<file path="src/rtl/css_pkg.sv">
// Shared types, codes and helper functions of the clock step sequencer.
// No dependencies.
package css_pkg;

	localparam int MAX_STEPS = 16;
	localparam int STEP_W    = 4;
	localparam int COUNT_W   = 5;

	localparam logic [1:0] OP_TICK    = 2'd0;
	localparam logic [1:0] OP_LOAD    = 2'd1;
	localparam logic [1:0] OP_RESTART = 2'd2;

	localparam logic [0:0] REG_STEP_COUNT  = 1'b0;
	localparam logic [0:0] REG_PULSE_TICKS = 1'b1;

	localparam logic [COUNT_W-1:0] STEP_COUNT_RST  = 5'd1;
	localparam logic [15:0]        PULSE_TICKS_RST = 16'd48;
	localparam logic [6:0]         PROB_FULL       = 7'd100;

	typedef struct packed {
		logic [31:0] inc;
		logic [15:0] rep;
		logic        dflag;
		logic [31:0] dur;
		logic [6:0]  prob;
	} entry_t;

	localparam int ENTRY_W = $bits(entry_t);

	typedef struct packed {
		logic [STEP_W-1:0] idx;
		logic              wrap;
		logic              token;
	} advance_t;

	function automatic logic draw_play(input logic [6:0] prob, input logic [15:0] rnd);
		logic [22:0] lhs;
		logic [22:0] rhs;
		logic        res;
		lhs = 23'(rnd) * 23'(PROB_FULL);
		rhs = {prob, 16'h0000};
		if (prob >= PROB_FULL) begin
			res = 1'b1;
		end else if (prob == 7'd0) begin
			res = 1'b0;
		end else begin
			res = lhs < rhs;
		end
		return res;
	endfunction

	function automatic logic [COUNT_W-1:0] used_steps(input logic [COUNT_W-1:0] cnt);
		logic [COUNT_W-1:0] res;
		if (cnt == '0) begin
			res = COUNT_W'(1);
		end else if (cnt > COUNT_W'(MAX_STEPS)) begin
			res = COUNT_W'(MAX_STEPS);
		end else begin
			res = cnt;
		end
		return res;
	endfunction

	function automatic advance_t next_index(input logic [STEP_W-1:0] idx,
			input logic [COUNT_W-1:0] steps);
		advance_t res;
		if ({1'b0, idx} + COUNT_W'(1) >= steps) begin
			res.idx   = '0;
			res.wrap  = 1'b1;
			res.token = steps > COUNT_W'(1);
		end else begin
			res.idx   = idx + STEP_W'(1);
			res.wrap  = 1'b0;
			res.token = 1'b1;
		end
		return res;
	endfunction

	function automatic logic [15:0] fire(input logic [15:0] left, input logic [15:0] len);
		return (left < len) ? len : left;
	endfunction

endpackage

</file>
<file path="src/rtl/css_ifs.sv">
// Item and result channels of the clock step sequencer, valid/ready transfer.
// Depends on css_pkg.
interface css_item_if;
	logic                      valid;
	logic                      ready;
	logic [1:0]                opcode;
	logic [css_pkg::STEP_W-1:0] step_slot;
	logic [31:0]               step_phase_inc;
	logic [15:0]               step_repeat;
	logic                      step_has_duration;
	logic [31:0]               step_duration_ticks;
	logic [6:0]                step_probability;
	logic [15:0]               random_value;

	modport source(output valid, opcode, step_slot, step_phase_inc, step_repeat,
		step_has_duration, step_duration_ticks, step_probability, random_value,
		input ready);
	modport sink(input valid, opcode, step_slot, step_phase_inc, step_repeat,
		step_has_duration, step_duration_ticks, step_probability, random_value,
		output ready);
endinterface

interface css_result_if;
	logic                      valid;
	logic                      ready;
	logic                      clock_gate;
	logic                      token_eoc;
	logic                      cycle_eoc;
	logic [css_pkg::STEP_W-1:0] current_step;
	logic [31:0]               ramp;

	modport source(output valid, clock_gate, token_eoc, cycle_eoc, current_step, ramp,
		input ready);
	modport sink(input valid, clock_gate, token_eoc, cycle_eoc, current_step, ramp,
		output ready);
endinterface

</file>
<file path="src/rtl/clock_step_sequencer.sv">
// Clock step sequencer: step table in css_ram, phase and counters in flops.
// Result is registered. One item per cycle while the result channel is not stalled;
// a tick that enters a new step (at most two steps per tick) passes through ST_B and/or ST_C, and a
// restart through ST_C, before the next item is taken, as the new step's entry comes from the RAM read port.
// arst_n resets control state and the config registers; the step table and the payload registers are not cleared.
// Depends on css_pkg, css_ifs and css_ram.
module clock_step_sequencer (
	input  logic                clk,
	input  logic                arst_n,
	input  logic                wr_en,
	input  logic [0:0]          wr_index,
	input  logic [15:0]         wr_data,
	css_item_if.sink            items,
	css_result_if.source        results
);

	localparam logic [1:0] ST_A = 2'd0;
	localparam logic [1:0] ST_B = 2'd1;
	localparam logic [1:0] ST_C = 2'd2;

	localparam int SW = css_pkg::STEP_W;

	logic [1:0]                  st_q, st_n;
	logic [31:0]                 phase_q, phase_n;
	logic [SW-1:0]               idx_q, idx_n;
	logic [15:0]                 beat_q, beat_n;
	logic [31:0]                 el_q, el_n;
	logic                        plays_q, plays_n;
	logic                        lowp_q, lowp_n;
	logic                        highp_q, highp_n;
	logic [15:0]                 tokl_q, tokl_n;
	logic [15:0]                 cycl_q, cycl_n;
	logic [15:0]                 rnd_q, rnd_n;
	logic                        tick_q, tick_n;
	logic [css_pkg::COUNT_W-1:0] step_count_q;
	logic [15:0]                 pulse_q;
	logic                        fwd_vld_q, fwd_vld_n;
	css_pkg::entry_t             fwd_q, load_e, e;
	logic [css_pkg::ENTRY_W-1:0] rd_data;
	logic                        ram_we;
	logic [SW-1:0]               raddr;

	logic                        ov_q;
	logic                        gate_q, tok_q, cyc_q;
	logic [SW-1:0]               cur_q;
	logic [31:0]                 ramp_q;

	logic                        out_space, go, fin, fin_tick, do_step;
	logic                        gate, tok, cyc;
	logic [32:0]                 sum;
	logic [15:0]                 rep1;
	css_pkg::advance_t           adv;

	assign out_space = !ov_q || results.ready;
	assign items.ready = (st_q == ST_A) && out_space;

	assign load_e = '{inc: items.step_phase_inc, rep: items.step_repeat,
		dflag: items.step_has_duration, dur: items.step_duration_ticks,
		prob: items.step_probability};
	assign e = fwd_vld_q ? fwd_q : css_pkg::entry_t'(rd_data);

	css_ram #(
		.WIDTH(css_pkg::ENTRY_W),
		.DEPTH(css_pkg::MAX_STEPS)
	) u_table (
		.clk  (clk),
		.we   (ram_we),
		.waddr(items.step_slot),
		.wdata(load_e),
		.raddr(raddr),
		.rdata(rd_data)
	);

	always_comb begin
		st_n      = st_q;
		phase_n   = phase_q;
		idx_n     = idx_q;
		beat_n    = beat_q;
		el_n      = el_q;
		plays_n   = plays_q;
		lowp_n    = lowp_q;
		highp_n   = highp_q;
		tokl_n    = tokl_q;
		cycl_n    = cycl_q;
		rnd_n     = rnd_q;
		tick_n    = tick_q;
		fwd_vld_n = 1'b0;
		ram_we    = 1'b0;
		fin       = 1'b0;
		fin_tick  = 1'b0;
		do_step   = 1'b0;
		go        = 1'b0;
		gate      = 1'b0;
		tok       = 1'b0;
		cyc       = 1'b0;
		sum       = {1'b0, phase_q} + {1'b0, e.inc};
		rep1      = (e.rep == 16'd0) ? 16'd1 : e.rep;
		adv       = css_pkg::next_index(idx_q, css_pkg::used_steps(step_count_q));

		unique case (st_q)
			ST_A: begin
				go = items.valid && items.ready;
				if (go) begin
					unique case (items.opcode)
						css_pkg::OP_TICK: begin
							phase_n = sum[31:0];
							tick_n  = 1'b1;
							rnd_n   = items.random_value;
							if (sum[32]) begin
								if (e.dflag) begin
									plays_n = css_pkg::draw_play(e.prob, items.random_value);
								end else if ({1'b0, beat_q} + 17'd1 >= {1'b0, rep1}) begin
									do_step = 1'b1;
								end else begin
									beat_n  = beat_q + 16'd1;
									plays_n = css_pkg::draw_play(e.prob, items.random_value);
								end
							end
							if (do_step) begin
								st_n = ST_B;
							end else begin
								if (e.dflag) begin
									el_n = (el_q == 32'hFFFF_FFFF) ? el_q : el_q + 32'd1;
									if (el_n >= e.dur) begin
										do_step = 1'b1;
										st_n    = ST_C;
									end
								end
								if (!do_step) begin
									fin      = 1'b1;
									fin_tick = 1'b1;
								end
							end
						end
						css_pkg::OP_LOAD: begin
							ram_we    = 1'b1;
							fwd_vld_n = items.step_slot == idx_q;
							fin       = 1'b1;
						end
						css_pkg::OP_RESTART: begin
							idx_n   = '0;
							beat_n  = '0;
							el_n    = '0;
							phase_n = '0;
							lowp_n  = 1'b1;
							highp_n = 1'b1;
							plays_n = 1'b1;
							tick_n  = 1'b0;
							rnd_n   = items.random_value;
							st_n    = ST_C;
						end
						default: begin
							fin = 1'b1;
						end
					endcase
				end
			end
			ST_B: begin
				plays_n = css_pkg::draw_play(e.prob, rnd_q);
				if (e.dflag) begin
					el_n = (el_q == 32'hFFFF_FFFF) ? el_q : el_q + 32'd1;
					if (el_n >= e.dur) begin
						do_step = 1'b1;
					end
				end
				if (do_step) begin
					st_n = ST_C;
				end else begin
					st_n     = ST_A;
					fin      = 1'b1;
					fin_tick = 1'b1;
				end
				go = !fin || out_space;
			end
			ST_C: begin
				plays_n  = css_pkg::draw_play(e.prob, rnd_q);
				fin      = 1'b1;
				fin_tick = tick_q;
				st_n     = ST_A;
				go       = out_space;
			end
			default: begin
				st_n = ST_A;
				go   = 1'b1;
			end
		endcase

		if (do_step) begin
			idx_n   = adv.idx;
			beat_n  = '0;
			el_n    = '0;
			phase_n = '0;
			lowp_n  = 1'b1;
			highp_n = 1'b1;
			if (adv.wrap) begin
				cycl_n = css_pkg::fire(cycl_n, pulse_q);
			end
			if (adv.token) begin
				tokl_n = css_pkg::fire(tokl_n, pulse_q);
			end
		end

		if (fin_tick) begin
			if (lowp_n) begin
				lowp_n = 1'b0;
				gate   = 1'b0;
			end else begin
				if (highp_n) begin
					highp_n = 1'b0;
					phase_n = '0;
				end
				gate = !phase_n[31];
			end
			gate = gate && plays_n;
			tok  = tokl_n != 16'd0;
			if (tok) begin
				tokl_n = tokl_n - 16'd1;
			end
			cyc = cycl_n != 16'd0;
			if (cyc) begin
				cycl_n = cycl_n - 16'd1;
			end
		end

		raddr = go ? idx_n : idx_q;
	end

	always_ff @(posedge clk or negedge arst_n) begin
		if (!arst_n) begin
			st_q         <= ST_A;
			phase_q      <= '0;
			idx_q        <= '0;
			beat_q       <= '0;
			el_q         <= '0;
			plays_q      <= 1'b1;
			lowp_q       <= 1'b0;
			highp_q      <= 1'b0;
			tokl_q       <= '0;
			cycl_q       <= '0;
			tick_q       <= 1'b0;
			fwd_vld_q    <= 1'b0;
			step_count_q <= css_pkg::STEP_COUNT_RST;
			pulse_q      <= css_pkg::PULSE_TICKS_RST;
			ov_q         <= 1'b0;
		end else begin
			fwd_vld_q <= fwd_vld_n;
			if (go) begin
				st_q    <= st_n;
				phase_q <= phase_n;
				idx_q   <= idx_n;
				beat_q  <= beat_n;
				el_q    <= el_n;
				plays_q <= plays_n;
				lowp_q  <= lowp_n;
				highp_q <= highp_n;
				tokl_q  <= tokl_n;
				cycl_q  <= cycl_n;
				tick_q  <= tick_n;
			end
			if (go && fin) begin
				ov_q <= 1'b1;
			end else if (results.ready) begin
				ov_q <= 1'b0;
			end
			if (wr_en) begin
				unique case (wr_index)
					css_pkg::REG_STEP_COUNT:  step_count_q <= wr_data[css_pkg::COUNT_W-1:0];
					css_pkg::REG_PULSE_TICKS: pulse_q      <= wr_data;
					default:                  pulse_q      <= pulse_q;
				endcase
			end
		end
	end

	// hold the payload of a result until it is taken; also register rnd_q and the forwarded load entry
	always_ff @(posedge clk) begin
		rnd_q <= go ? rnd_n : rnd_q;
		if (fwd_vld_n) begin
			fwd_q <= load_e;
		end
		if (go && fin) begin
			gate_q <= gate;
			tok_q  <= tok;
			cyc_q  <= cyc;
			cur_q  <= idx_n;
			ramp_q <= phase_n;
		end
	end

	assign results.valid        = ov_q;
	assign results.clock_gate   = gate_q;
	assign results.token_eoc    = tok_q;
	assign results.cycle_eoc    = cyc_q;
	assign results.current_step = cur_q;
	assign results.ramp         = ramp_q;

endmodule

</file>
<file path="src/rtl/css_ram.sv">
// Generic single-write, single-read RAM with registered read data (read-old).
// No dependencies.
module css_ram #(
	parameter int WIDTH = 8,
	parameter int DEPTH = 16
) (
	input  logic                                   clk,
	input  logic                                   we,
	input  logic [((DEPTH > 1) ? $clog2(DEPTH) : 1)-1:0] waddr,
	input  logic [WIDTH-1:0]                       wdata,
	input  logic [((DEPTH > 1) ? $clog2(DEPTH) : 1)-1:0] raddr,
	output logic [WIDTH-1:0]                       rdata
);

	logic [WIDTH-1:0] mem [DEPTH];

	always_ff @(posedge clk) begin
		if (we) begin
			mem[waddr] <= wdata;
		end
		rdata <= mem[raddr];
	end

endmodule
</file>
<file path="src/flat_wrapper.sv">
// flat-port wrapper written by rule: the top's interface ports become plain ports
module clock_step_sequencer_flat 
  (clk, arst_n, wr_en, wr_index, wr_data, items_valid, items_opcode, items_step_slot, items_step_phase_inc, items_step_repeat, items_step_has_duration, items_step_duration_ticks, items_step_probability, items_random_value, items_ready, results_valid, results_clock_gate, results_token_eoc, results_cycle_eoc, results_current_step, results_ramp, results_ready);
  css_item_if items_i ();
  css_result_if results_i ();
  input  logic clk;
  input  logic arst_n;
  input  logic wr_en;
  input  logic [0:0] wr_index;
  input  logic [15:0] wr_data;
  input wire logic [$bits(items_i.valid)-1:0] items_valid;
  input wire logic [$bits(items_i.opcode)-1:0] items_opcode;
  input wire logic [$bits(items_i.step_slot)-1:0] items_step_slot;
  input wire logic [$bits(items_i.step_phase_inc)-1:0] items_step_phase_inc;
  input wire logic [$bits(items_i.step_repeat)-1:0] items_step_repeat;
  input wire logic [$bits(items_i.step_has_duration)-1:0] items_step_has_duration;
  input wire logic [$bits(items_i.step_duration_ticks)-1:0] items_step_duration_ticks;
  input wire logic [$bits(items_i.step_probability)-1:0] items_step_probability;
  input wire logic [$bits(items_i.random_value)-1:0] items_random_value;
  output wire logic [$bits(items_i.ready)-1:0] items_ready;
  output wire logic [$bits(results_i.valid)-1:0] results_valid;
  output wire logic [$bits(results_i.clock_gate)-1:0] results_clock_gate;
  output wire logic [$bits(results_i.token_eoc)-1:0] results_token_eoc;
  output wire logic [$bits(results_i.cycle_eoc)-1:0] results_cycle_eoc;
  output wire logic [$bits(results_i.current_step)-1:0] results_current_step;
  output wire logic [$bits(results_i.ramp)-1:0] results_ramp;
  input wire logic [$bits(results_i.ready)-1:0] results_ready;
  assign items_i.valid = items_valid;
  assign items_i.opcode = items_opcode;
  assign items_i.step_slot = items_step_slot;
  assign items_i.step_phase_inc = items_step_phase_inc;
  assign items_i.step_repeat = items_step_repeat;
  assign items_i.step_has_duration = items_step_has_duration;
  assign items_i.step_duration_ticks = items_step_duration_ticks;
  assign items_i.step_probability = items_step_probability;
  assign items_i.random_value = items_random_value;
  assign items_ready = items_i.ready;
  assign results_valid = results_i.valid;
  assign results_clock_gate = results_i.clock_gate;
  assign results_token_eoc = results_i.token_eoc;
  assign results_cycle_eoc = results_i.cycle_eoc;
  assign results_current_step = results_i.current_step;
  assign results_ramp = results_i.ramp;
  assign results_i.ready = results_ready;
  clock_step_sequencer u_core (.clk(clk), .arst_n(arst_n), .wr_en(wr_en), .wr_index(wr_index), .wr_data(wr_data), .items(items_i), .results(results_i));
endmodule
</file>
<file path="config.mk">
export PLATFORM = sky130hd
export DESIGN_NAME = clock_step_sequencer_flat
export DESIGN_NICKNAME = d
export VERILOG_FILES = /design/src/rtl/css_pkg.sv /design/src/rtl/css_ifs.sv /design/src/rtl/clock_step_sequencer.sv /design/src/rtl/css_ram.sv /design/src/flat_wrapper.sv
export SDC_FILE = /design/constraint.sdc
export NUM_CORES = 2
export LEC_CHECK = 0
export BUFFER_PORTS_ARGS = -buffer_cell sky130_fd_sc_hd__buf_2
export CORE_ASPECT_RATIO = 0.7
export CORE_MARGIN = 5
export CORE_UTILIZATION = 45
export CTS_CLUSTER_SIZE = 12
export DETAILED_ROUTE_END_ITERATION = 16
export PLACE_DENSITY = 0.7
export SLEW_MARGIN = 40
export SYNTH_ARGS = -nofsm -noshare
export SYNTH_HDL_FRONTEND = slang
export SYNTH_SLANG_ARGS = --single-unit
</file>
<file path="constraint.sdc">
create_clock -name clk -period 11.1 [get_ports clk]
set_input_delay 1.11 -clock clk [delete_from_list [all_inputs] [get_ports clk]]
set_output_delay 1.11 -clock clk [all_outputs]
set_load 0.01 [all_outputs]
</file>
==> Word level (Yosys, flattened, before mapping) <==
Memory sizes are Yosys's and may differ from the RTL's. A register that Yosys moved wholly into a read port is not among the register bits.
Index checks and enable logic that the tools add are counted.
{ "word_totals": {"in_bits": 132, "out_inout_bits": 41, "ff_bits": 288, "mem_count": 1, "word_cells": 207, "ramBits": 1408} }
{ "mem_list": {"columns": ["name", "words", "word_bits", "read_ports", "rd_clocked_by_memory_dff", "write_ports", "line_no", "rtl"], "rows": [
  ["u_core.u_table.mem", 16, 88, 1, 1, 1, "css_ram.sv:15", "logic [WIDTH-1:0] mem [DEPTH];"]
]} }
{ "classes": {"n_reduce_logical": 31, "mul": 2, "bitwise": 1, "n_eq_ne": 16, "n_mux": 112, "n_addsub": 8, "magnitude_cmp": 10} }
{ "ops": {"columns": ["op", "count"], "rows": [
  ["32-bit 2-to-1 mux", 13],
  ["16-bit 2-to-1 mux", 17],
  ["32-bit one-hot mux with 2 select lines", 3],
  ["88-bit 2-to-1 mux", 1],
  ["1-bit 2-to-1 mux", 54],
  ["23-bit less-than comparator", 2],
  ["16-bit by 5-bit multiplier with 21-bit output, second input constant", 2],
  ["32-bit by 32-bit adder with 33-bit output", 1],
  ["32-bit by 1-bit adder with 32-bit output, second input constant", 1],
  ["32-bit == test, second input constant", 1],
  ["32-bit greater-or-equal comparator", 1],
  ["16-bit less-than comparator", 2],
  ["16-bit one-hot mux with 2 select lines", 1],
  ["16-bit nonzero test", 2],
  ["16-bit by 1-bit subtractor with 16-bit output, second input constant", 2],
  ["4-bit 2-to-1 mux", 5],
  ["16-bit by 1-bit adder with 17-bit output, second input constant", 1],
  ["17-bit by 16-bit greater-or-equal comparator with 1-bit output", 1],
  ["16-bit by 1-bit adder with 16-bit output, second input constant", 1],
  ["16-bit zero test", 1],
  ["4-bit by 3-bit inequality test with 1-bit output, second input constant", 3],
  ["2-bit 2-to-1 mux", 5],
  ["5-bit 2-to-1 mux", 2],
  ["1-bit one-hot mux with 2 select lines", 5],
  ["other kinds (31)", 53]
]} }

==> Depth between registers and ports, before layout <==
{ "logic_depth": {"depth_word": 26, "depth_mapped": 33, "mapped_depth_nobuf": 28} }

==> By module <==
From an unflattened synthesis, not the netlist that was laid out.
{ "hier_totals": {"cells_unflattened": 4340, "hier_area_um2": 74959.4} }
{ "modules_own_cells": {"columns": ["mod", "area_per_inst_um2", "seq_area_each_um2", "cells_each", "instances"], "rows": [
  ["css_ram", 54354.6, 44042.2, 2256, 1],
  ["clock_step_sequencer", 20604.8, 7927.6, 2084, 1]
]} }

==> Worst setup path after synthesis <==
Ideal clock, no wire load.
{ "synth_path": {"path_type": "in2reg", "from": "input port results_ready", "to": "memory u_core.u_table.mem[0][0] (netlist name), enable pin", "setup_ns": 0.642, "path_slack_ns": 2.351, "path_buffers": 1, "arrival_ns": 8.107, "stages": 6, "required_ns": 10.458, "cell_sequence": "nand2b_1 > and3_1 > clkbuf_1 > nand2_1 > or4_1 > nor3_1"} }
{ "synth_via": {"elab_chain_cells": 7} }
{ "synth_rtl": {"columns": ["item", "line_no", "rtl"], "rows": [
  ["start, declared", "flat_wrapper.sv:27", "input wire logic [$bits(results_i.ready)-1:0] results_ready;"],
  ["1-bit logical OR", "clock_step_sequencer.sv:54", "assign out_space = !ov_q || results.ready;"],
  ["1-bit logical AND", "clock_step_sequencer.sv:55", "assign items.ready = (st_q == ST_A) && out_space;"],
  ["1-bit logical AND", "clock_step_sequencer.sv:102", "go = items.valid && items.ready;"],
  ["1-bit 2-to-1 mux", "clock_step_sequencer.sv:103", "if (go) begin"],
  ["1-bit 2-to-1 mux", "clock_step_sequencer.sv:100", "unique case (st_q)"],
  ["1-bit 2-to-1 mux", "css_ram.sv:18", "if (we) begin"],
  ["1-bit 2-to-1 mux (implied by the code)", "css_ram.sv:19", "mem[waddr] <= wdata;"],
  ["end, declared", "css_ram.sv:15", null]
]} }
Every way passes these cells.

==> Final worst setup path <==
{ "layout_path": {"from": "register u_core.el_q[25]", "to": "register u_core.u_table.rdata[77] (read register of u_core.u_table.mem)"} }
{ "layout_via": {"elab_chain_cells": 15, "word_cells_on_any_way": 22, "classes_between": "add/sub: 1; order compare: 1; eq/ne: 1; mux: 17; reduce/logical: 2"} }
{ "layout_rtl": {"columns": ["item", "line_no", "rtl"], "rows": [
  ["start, declared", "clock_step_sequencer.sv:27", "logic [31:0] el_q, el_n;"],
  ["start signal, assigned", "clock_step_sequencer.sv:252", "el_q <= el_n;"],
  ["32-bit by 1-bit adder with 32-bit output or 32-bit == test (tied branches)", "clock_step_sequencer.sv:123, clock_step_sequencer.sv:161", null],
  ["32-bit 2-to-1 mux *", "clock_step_sequencer.sv:123, clock_step_sequencer.sv:161", null],
  ["32-bit greater-or-equal comparator *", "clock_step_sequencer.sv:124, clock_step_sequencer.sv:162", null],
  ["1-bit 2-to-1 mux *", "clock_step_sequencer.sv:124, clock_step_sequencer.sv:162", null],
  ["1-bit 2-to-1 mux *", "clock_step_sequencer.sv:160", "if (e.dflag) begin"],
  ["1-bit 2-to-1 mux", "clock_step_sequencer.sv:119", "if (do_step) begin"],
  ["1-bit 2-to-1 mux", "clock_step_sequencer.sv:104", "unique case (items.opcode)"],
  ["1-bit 2-to-1 mux", "clock_step_sequencer.sv:103", null],
  ["1-bit 2-to-1 mux", "clock_step_sequencer.sv:100", null],
  ["1-bit 2-to-1 mux", "clock_step_sequencer.sv:119", null],
  ["1-bit 2-to-1 mux", "clock_step_sequencer.sv:104", null],
  ["1-bit 2-to-1 mux", "clock_step_sequencer.sv:103", null],
  ["1-bit one-hot mux with 2 select lines", "clock_step_sequencer.sv:100", null],
  ["4-bit 2-to-1 mux", "clock_step_sequencer.sv:188", "if (do_step) begin"],
  ["4-bit 2-to-1 mux *", "clock_step_sequencer.sv:225", "raddr = go ? idx_n : idx_q;"],
  ["end, declared", "css_ram.sv:12", "output logic [WIDTH-1:0] rdata"]
]} }
Mark *: on every way between the ends. The rest lies on a longest branch, timed or not. The select of a mux whose other input is x is not followed.
A chain may end at the register's enable or synchronous reset.

==> flow_summary.json <==
{
  "status": "finished, final reports clean",
  "synth-compound-area-share_pct": 8.95,
  "yosys.area.top_type": "edfxtp_1",
  "r2r_cells": 24,
  "irDropWorstVdd_uv": 131,
  "fin_hold_ws_ns": 0.164,
  "power_frac_seq_pct": 51.1,
  "grt_pass1_wl_um": 324000,
  "worstSetupPathDepth": 24,
  "hold_viol_final": 0,
  "row_count": 127,
  "tightest_slew_ns": 0.933,
  "finalCriticalPeriod_ns": 8.49,
  "drive_above_1_share_pct": 9.48,
  "regToRegEndpoint": "u_core.u_table.rdata[77]$_DFF_P_",
  "area_growth_pct": 11.3,
  "switchingPower_mw": 3.87,
  "synthArstFlopShare_pct": 8.13,
  "p_leak_nw": 30.9,
  "nets": 6646,
  "slowest_delay_ns": 0.80,
  "finalCritPeriodShare_pct": 76.5,
  "internal_power_mw": 11.2,
  "synth.yosys.seq_area_share_pct": 67.1,
  "cts_resized": 0,
  "drcViolationCount": 0,
  "dp_hpwl_um": 123000,
  "wl_per_cell_um": 25.3,
  "path_buf_inv": 3,
  "antenna_left": 0,
  "muxShareOfSynthArea_pct": 3.23,
  "vias": 51700,
  "ys_ff_latch": 1784,
  "yosys.area.top_type_share_pct": 60.1,
  "synth_cells": 6156,
  "crit_required_ns": 11.80,
  "port_buffers": 172,
  "syn-num-nets": 6549,
  "antenna_found_initial": 48,
  "rsz0062_at_grt": "false",
  "grt_pass1_vias": 48900,
  "p_comb_share_pct": 12.4,
  "core_mm2": 0.171,
  "cts_root_buf": "clkbuf_16",
  "power_frac_clock_pct": 36.5,
  "clkSinkCount": 1784,
  "vias_per_cell": 5.98,
  "yosysWarnings": 0,
  "synth_edf_count": 1551,
  "max_freq_mhz": 118,
  "tritoncts": "built",
  "fp.dieArea_mm2": 0.181,
  "routed_wl_um": 219000,
  "powerDensity_mw_per_mm2": 175,
  "synth_top_flop_cell": "edfxtp_1",
  "clk_path_buf_depth": 3,
  "fin_skew_ns": 0.0418,
  "grt.total_usage_pct": 23.7,
  "avgSynthCellArea_um2": 12.6,
  "critPathCaptureType": "flop",
  "htreeDepth": 4,
  "cp.arrival_ns": 9.19,
  "swShare_pct": 25.6,
  "max-cap-violations": 0,
  "timing.rr.start": "u_core.el_q[25]$_DFFE_PN0P_",
  "cts_buffers": 172,
  "timing.setup.tns_ns": 0,
  "syn-cell-area_mm2": 0.0775,
  "critPathMaxFanout": 95,
  "rrSetupSlack_ns": 2.61,
  "crit_family": "simple AND/OR/NAND/NOR gates",
  "synth_area_leaders": "edfxtp_1 (60%), nand2_1 (6.4%), dfrtp_1 (4.6%)",
  "drt_iter0_drc": 6793,
  "clk_pin_slew_worst_paths_ns": 0.06,
  "fp.dieH_um": 357,
  "slew-limit-headroom_pct": 37.8,
  "report.final.slew_viol_count": 0,
  "startpoint": "u_core.el_q[25]$_DFFE_PN0P_",
  "gr-total-overflow": 0,
  "io_pins": 173,
  "clkLatencyLatePin_ns": 0.82,
  "initial_core_util_pct": 45.3,
  "crit_slowest_cell": "buf_4",
  "post_cts_buffers": 0,
  "synth_xor_area_share_pct": 0.950,
  "synthSimpleGateAreaFrac_pct": 12.8,
  "criticalPathCategory": "flop to flop",
  "worstPathCellList": "and2_0, and4_1, and2_1, a21boi_1, nand2_1, nor2_1, and3_1, nand4_1, xnor2_1, ha_1, nand4_1, nor4_1, nor4b_1, nand2_1, o21ai_2, o32ai_4, mux2i_4, buf_4, inv_8, buf_4, mux2i_1, a221oi_1, a21oi_1, o221ai_1",
  "synthAdderAreaFrac_pct": 4.42,
  "grt_max_degree": 180,
  "die_w_um": 506,
  "yosysUniqueCellTypes": 89,
  "drtPass1Iterations": 6,
  "setup_viol": 0,
  "place.gp.congestion": 0.926,
  "synth_top_family_by_area": "simple AND/OR/NAND/NOR gates",
  "hold_path.class": "input port to asynchronous set/reset pin",
  "cp-start-kind": "flop",
  "hold_buffers": 0,
  "endpoint": "u_core.u_table.rdata[77]$_DFF_P_"
}
[Yosys cell counts (24+ instances only)]
library cell and count:
nor2_1 230, nand2_1 1314, o2111ai_1 42, mux2i_1 181, clkbuf_1 184, a221oi_1 33, o21ai_0 100, a311oi_1 24
nand2b_1 31, edfxtp_1 1551, a211oi_1 24, a21oi_1 325, a221o_1 55, xnor2_1 52, nor3_1 54, mux2_2 58
a31oi_1 92, o221ai_1 39, xor2_1 32, a22o_1 33, nand4_1 25, nand3_1 461, buf_1 50, and3_1 78
inv_1 149, dfxtp_1 88, ha_1 240, a21o_1 38, buf_2 94, dfrtp_1 141
[how the worst min path moves through the flow]
stage	from	endpoint	slack [ns]
6_report	arst_n	u_core.phase_q[0]$_DFFE_PN0N_	0.16
5_1_grt	arst_n	u_core.phase_q[0]$_DFFE_PN0N_	0.16
4_1_cts	arst_n	u_core.phase_q[4]$_DFFE_PN0N_	0.31
3_5_place_dp	u_core.tick_q$_DFFE_PN0P_	u_core.tick_q$_DFFE_PN0P_	0.48
3_3_place_gp	u_core.tick_q$_DFFE_PN0P_	u_core.tick_q$_DFFE_PN0P_	0.47
2_1_floorplan	u_core.tick_q$_DFFE_PN0P_	u_core.tick_q$_DFFE_PN0P_	0.45
[area by class of cell]
| type | count | area (µm²) |
|---|---|---|
| clock inverter | 26 | 363 |
| fill | 14400 | 84900 |
| clock buffer | 277 | 4760 |
| sequential | 1784 | 52000 |
| timing repair buffer | 261 | 1920 |
| inverter | 152 | 592 |
| multi-input combinational | 3882 | 23800 |
| tap | 2257 | 2820 |
| antenna | 15 | 37.5 |
[power by group through the flow]
stage	combinational [mW]	sequential (mW)	clock, mW
2_1_floorplan	1.21	7.83	0
3_3_place_gp	1.78	7.84	0
3_5_place_dp	1.84	7.85	0
4_1_cts	1.85	7.71	5.59
5_1_grt	2.08	7.73	5.88
6_report	1.87	7.72	5.51
[layer usage]
| layer | global-route usage (%) | share of wire (%) | up-vias |
|---|---|---|---|
| li1 | - | - | 23000 |
| met1 | 34.3 | 42 | 25700 |
| met2 | 34.5 | 43 | 2656 |
| met3 | 7.06 | 12 | 371 |
| met4 | 6.88 | 2.6 | 24 |
| met5 | 0 | 0.070 | - |
[logic make-up after synthesis]
| kind of cell | count (synthesis) |
|---|---|
| and+or+nand+nor | 2293 |
| AOI/OAI and AO/OA | 1002 |
| muxes | 242 |
| xor gates and xnor gates | 84 |
| DFF | 1784 |
| adders and majority gates | 261 |
| buffers and inverters | 490 |
[placed cells by master, fill, tap and decap left out, types with 99 or more instances in the layout]
| master | netlist | routed |
|---|---|---|
| dfrtp_1 | 141 | 140 |
| o21ai_0 | 100 | 99 |
| buf_2 | 94 | 171 |
| nand2_1 | 1314 | 1310 |
| nor2_1 | 230 | 213 |
| edfxtp_1 | 1551 | 1551 |
| clkbuf_1 | 184 | 99 |
| ha_1 | 240 | 240 |
| a21oi_1 | 325 | 323 |
| mux2i_1 | 181 | 179 |
| inv_1 | 149 | 147 |
| nand3_1 | 461 | 460 |
| clkbuf_16 | 0 | 172 |
[sequential cells by signal, indices dropped and copies added, names as in the netlist, 5 cells and up]
name	cells
u_core.fwd_q	88
u_core.rnd_q	16
u_core.u_table.rdata	88
u_core.cycl_q	16
u_core.tokl_q	16
u_core.results.ramp	32
u_core.el_q	32
u_core.step_count_q	5
u_core.pulse_q	16
u_core.phase_q	32
u_core.beat_q	16
u_core.u_table.mem	1408
[per-stage QoR]
| stage | total power [mW] | instances | area [µm²] | utilization [%] | setup slack, ns |
|---|---|---|---|---|---|
| global placement | 9.63 | 8325 | 80700 | 47.1 | 2.81 |
| detailed placement | 9.69 | 8332 | 81000 | 47.3 | 2.94 |
| finish | 15.1 | 8654 | 86200 | 50.4 | 2.61 |
| global route | 15.7 | 8647 | 86200 | 50.4 | 2.16 |
| CTS | 15.2 | 8635 | 86100 | 50.3 | 2.89 |
| floorplan | 9.05 | 6156 | 77500 | - | 2.35 |
(Power assumes the default switching activity.)
